===== config.mk =====
export PLATFORM = sky130hd
export DESIGN_NAME = mfek_ram
export DESIGN_NICKNAME = d
export VERILOG_FILES = /design/src/mfek_ram.sv
export SDC_FILE = /design/constraint.sdc
export NUM_CORES = 2
export LEC_CHECK = 0
export BUFFER_PORTS_ARGS = -buffer_cell sky130_fd_sc_hd__buf_2
export CORE_ASPECT_RATIO = 1.1
export CORE_MARGIN = 2
export CORE_UTILIZATION = 45
export DETAILED_ROUTE_END_ITERATION = 16
export GPL_TIMING_DRIVEN = 0
export SLEW_MARGIN = 20
export SYNTH_ARGS = -nofsm -noshare
export SYNTH_HDL_FRONTEND = slang
export SYNTH_SLANG_ARGS = --single-unit
export TNS_END_PERCENT = 5

===== constraint.sdc =====
create_clock -name i_clk -period 8.85 [get_ports i_clk]
set_input_delay 1.77 -clock i_clk [delete_from_list [all_inputs] [get_ports i_clk]]
set_output_delay 1.77 -clock i_clk [all_outputs]
set_load 0.05 [all_outputs]

===== src/mfek_ram.sv =====
`timescale 1ns / 1ps
// ----------------------------------------------------------------------------
// mfek_ram
// Single-port RAM with registered read.
// ----------------------------------------------------------------------------
module mfek_ram #(
    parameter int WIDTH = 16,
    parameter int DEPTH = 256
) (
    input  logic                     i_clk,
    input  logic                     i_we,
    input  logic [$clog2(DEPTH)-1:0] i_addr,
    input  logic [WIDTH-1:0]         i_wdata,
    output logic [WIDTH-1:0]         o_rdata
);
    logic [WIDTH-1:0] r_mem [DEPTH];
    always_ff @(posedge i_clk) begin
        if (i_we) r_mem[i_addr] <= i_wdata;
        o_rdata <= r_mem[i_addr];
    end
endmodule


# Word-level counts from Yosys, hierarchy flattened
# Memory sizes are Yosys's and may differ from the RTL's. A register that Yosys moved wholly into a read port is not among the register bits.
# Index checks and enable logic that the tools add are counted.
[classes]
eq_ne = 0
shift = 0
reduce_logical = 0
div_mod_pow = 0
order_cmp = 0
addsub = 0
mux = 2
multipliers = 0
n_bitwise = 0
[ops]
columns = ["op", "count"]
rows = [
  ["2-to-1 mux 1 bit", 2],
]
[totals]
ramBits = 4096
inputBits = 26
ff_bits = 0
latchBits = 0
output_inout_bits = 16
elab_cells = 3
mem_bits_ro = 0
memories = 1
[mem_list]
columns = ["memory", "words", "width", "read_ports", "rd_ports_with_merged_regs", "wr", "line_no", "text"]
rows = [
  ["r_mem", 256, 16, 1, 1, 1, "16", "logic [WIDTH-1:0] r_mem [DEPTH];"],
]

# Longest topological paths before layout
[depth]
depth_word = 2
depth_mapped = 10
mapped_depth_nobuf = 5

# Worst setup path after synthesis
# OpenSTA, ideal clock, no wires.
[synth_timing]
path_kind = "input port to flip-flop"
from = "input i_addr[0]"
to = "memory r_mem[145][0] (enable)"
slack_ns = 4.382
path_buffers = 5
required_time_ns = 8.441
cell_stages = 7
arrival_time_ns = 4.059
setup_time_ns = 0.409
cell_sequence = "clkbuf_1 -> buf_6 -> clkbuf_1 -> buf_2 -> nand2b_1 -> clkbuf_1 -> nor3_1"
[synth_rtl]
columns = ["item", "line_no", "text"]
rows = [
  ["start: declaration", "12", "input logic [$clog2(DEPTH)-1:0] i_addr,"],
  ["end: declaration", "16", ""],
]
# No word-level cell before the write port.

# Worst setup path after layout
[layout_timing]
from = "input i_addr[3]"
to = "memory r_mem[122][6] (enable)"
# No word-level cell before the write port.

==> metrics.yaml <==
grt_overflow_total: 0
path_clk_slew_ns: 0.06
final_area_um2: 180000
global_route.usage.total_pct: 25.2
drc: 0
viasPerCell: 6.20
synthMuxAreaShare_pct: 14.8
seqCellArea_um2: 123000
fin_skew_ns: 0.0494
core_area_um2: 344000
vdd_drop_max_mv: 0.215
final_nets: 7516
tightest_slew_ns: 1.29
grt_pass1_vias: 76600
dieArea_um2: 350000
synth_top_family_by_area: "multiplexers"
path_buf_inv: 6
synth.distinct_cells: 22
r2r_cells: 5
pin_count: 42
vias: 76800
maxSlewViolCount: 0
drv_cap: 0
antenna_found_initial: 33
ant_nets: 0
place_inst: 11600
numCtsBuffers: 400
cp_cell_sequence: "clkbuf_1 > nor2b_1 > clkbuf_1 > clkbuf_2 > clkbuf_1 > nand3_1 > clkbuf_4 > nor2_2 > buf_6"
hpwlAfterDp_um: 299000
postCtsSetupRepairBufs: 0
fin_cells: 12400
power_uw: 40900
fp.dieH_um: 620
hold_viol: 0
io_buffer_count: 37
slew_headroom_pct: 12.9
htree_levels: 5
grt_pass1_wl_um: 611000
endpoint_kind: "flop"
synth-simple-area-share_pct: 0.907
multi_input_area_um2: 31200
setup_viol_count_final: 0
num-fill-cells: 26200
synthesis.nets: 6753
rsz0062_at_grt: "false"
drive_gt1_share_pct: 30.6
ctsResizeCount: 0
grt_max_degree: 113
cts_hold_buf: 0
place_area_um2: 167000
startpoint_type: "input pin"
cts_tree: "yes"
layout_common_cells: "4096 x edfxtp_1, 1024 x mux4_2, 512 x a22oi_1, 406 x clkbuf_16, 285 x clkbuf_1"
finalWirelength_um: 444000
synth-seq-cells: 4112
cts.sinks: 4112
status: "finished, final reports clean"
synth_compound_area_share_pct: 3.66
root_buffer: "clkbuf_16"
avgSynthCellArea_um2: 23.1
cp_top_family: "buffers and inverters"
critPathKind: "in -> reg"
synthCells: 6727
finalCritPeriodShare_pct: 73.5
gp_congestion: 0.889
initial_core_util_pct: 45.2
cp_slowest_cell: "clkbuf_1"
critPathMaxStageDelay_ns: 0.85
drt-initial-drc-count: 10900
syn_area_um2: 155000
critPathRequiredTime_ns: 9.51
worst-path-stages: 9
fp.dieW_um: 564
hold_class: "reg -> reg"
cp_max_fo: 10
rows: 226
synth-adder-area-share_pct: 0
max_freq_mhz: 154
drt_first_pass_iters: 7
holdWs_ns: 1.00
total_leakage_power_uw: 0.0551
ys_warn_count: 0
cp.arrival_ns: 7.17
syn_to_final_growth_pct: 16.0
final_common_cell: "edfxtp_1"
finalSetupTns_ns: 0
min_delay_path_depth: 5
crit_path_frequent_cell: "clkbuf_1"
synth-seq-area-share_pct: 79.4
synth_xor_area_share_pct: 0
wl_per_cell_um: 35.8
min_period_ns: 6.50
clock_latency_ns: 1.02
cts.path.max_buffers: 4
power_density_nw_per_um2: 227
## per-layer routing
metal / part of all wire, % / track usage (%) / up-vias
li1: - / - / 30600
met1: 38 / 33.5 / 41500
met2: 48 / 40.3 / 3956
met3: 9.6 / 6.05 / 722
met4: 4.5 / 10.2 / 16
met5: 0.025 / 0 / -
## per-stage QoR
stage          setup WS, ns  utilization [%]
2_1_floorplan          4.38                -
3_3_place_gp          -1.16             46.9
3_5_place_dp           1.52             48.6
4_1_cts                2.53             52.4
5_1_grt                2.52             52.4
6_report               2.35             52.4
## cell families after synthesis
| kind of cell | after synthesis |
|---|---|
| DFF | 4112 |
| buffers and inverters | 421 |
| muxes | 1024 |
| AOI/OAI and AO/OA | 832 |
| and+or+nand+nor | 338 |
## area by class of cell
class                           count  area share [%]
Sequential cell                  4112            68.4
Multi-Input combinational cell   2194            17.3
Clock buffer                      484            5.80
Tap cell                         4560            3.16
Timing Repair Buffer              361            2.69
Clock inverter                    254            1.52
Buffer                            420            1.11
Antenna cell                        8          0.0111
Inverter                            1         0.00208
## path summary, 6_finish.rpt
path	startpoint	slack (ns)	to
worst min-delay path	r_mem[64][15]	1.00	o_rdata[15]
worst max register to register	r_mem[123][14]	4.97	o_rdata[14]
worst max-delay path	i_addr[3]	2.35	r_mem[122][6]
worst min register to register	r_mem[64][15]	1.00	o_rdata[15]
## report_power, final
part           internal, µW  total [µW]  leakage, µW  switching (µW)
Clock                  9920       17300      0.00643            7370
Sequential            21500       21500       0.0369            20.5
Combinational           657        2100       0.0118            1440
Total                 32000       40900       0.0551            8830
## flip-flops by register name, indices dropped and copies added (netlist names)
register  flops
o_rdata      16
r_mem      4096
## tightest hold or removal path: stages (launching register included)
cell      delay (ns)
edfxtp_1        0.33
mux4_2          0.23
a22oi_1         0.08
a21oi_1         0.14
o41ai_1         0.10
nand4_1         0.09
## synthesized netlist by cell type
cell type,number,area share (%)
nand2_1,28,0.068
nand2b_1,6,0.024
edfxtp_1,4096,79
and2_1,3,0.012
nand4_1,16,0.064
clkbuf_1,249,0.60
buf_2,76,0.24
nor3_1,30,0.097
a22oi_1,512,2.5
a21oi_1,256,0.82
nor2b_1,7,0.028
nor2_1,232,0.56
buf_6,25,0.18
inv_1,1,0.0024
mux4_2,1024,15
buf_4,16,0.077
buf_1,54,0.13
o41ai_1,64,0.36
or2_2,2,0.0081
or3_1,1,0.0040
nand3_1,13,0.042
dfxtp_1,16,0.21
(Power assumes the default switching activity.)
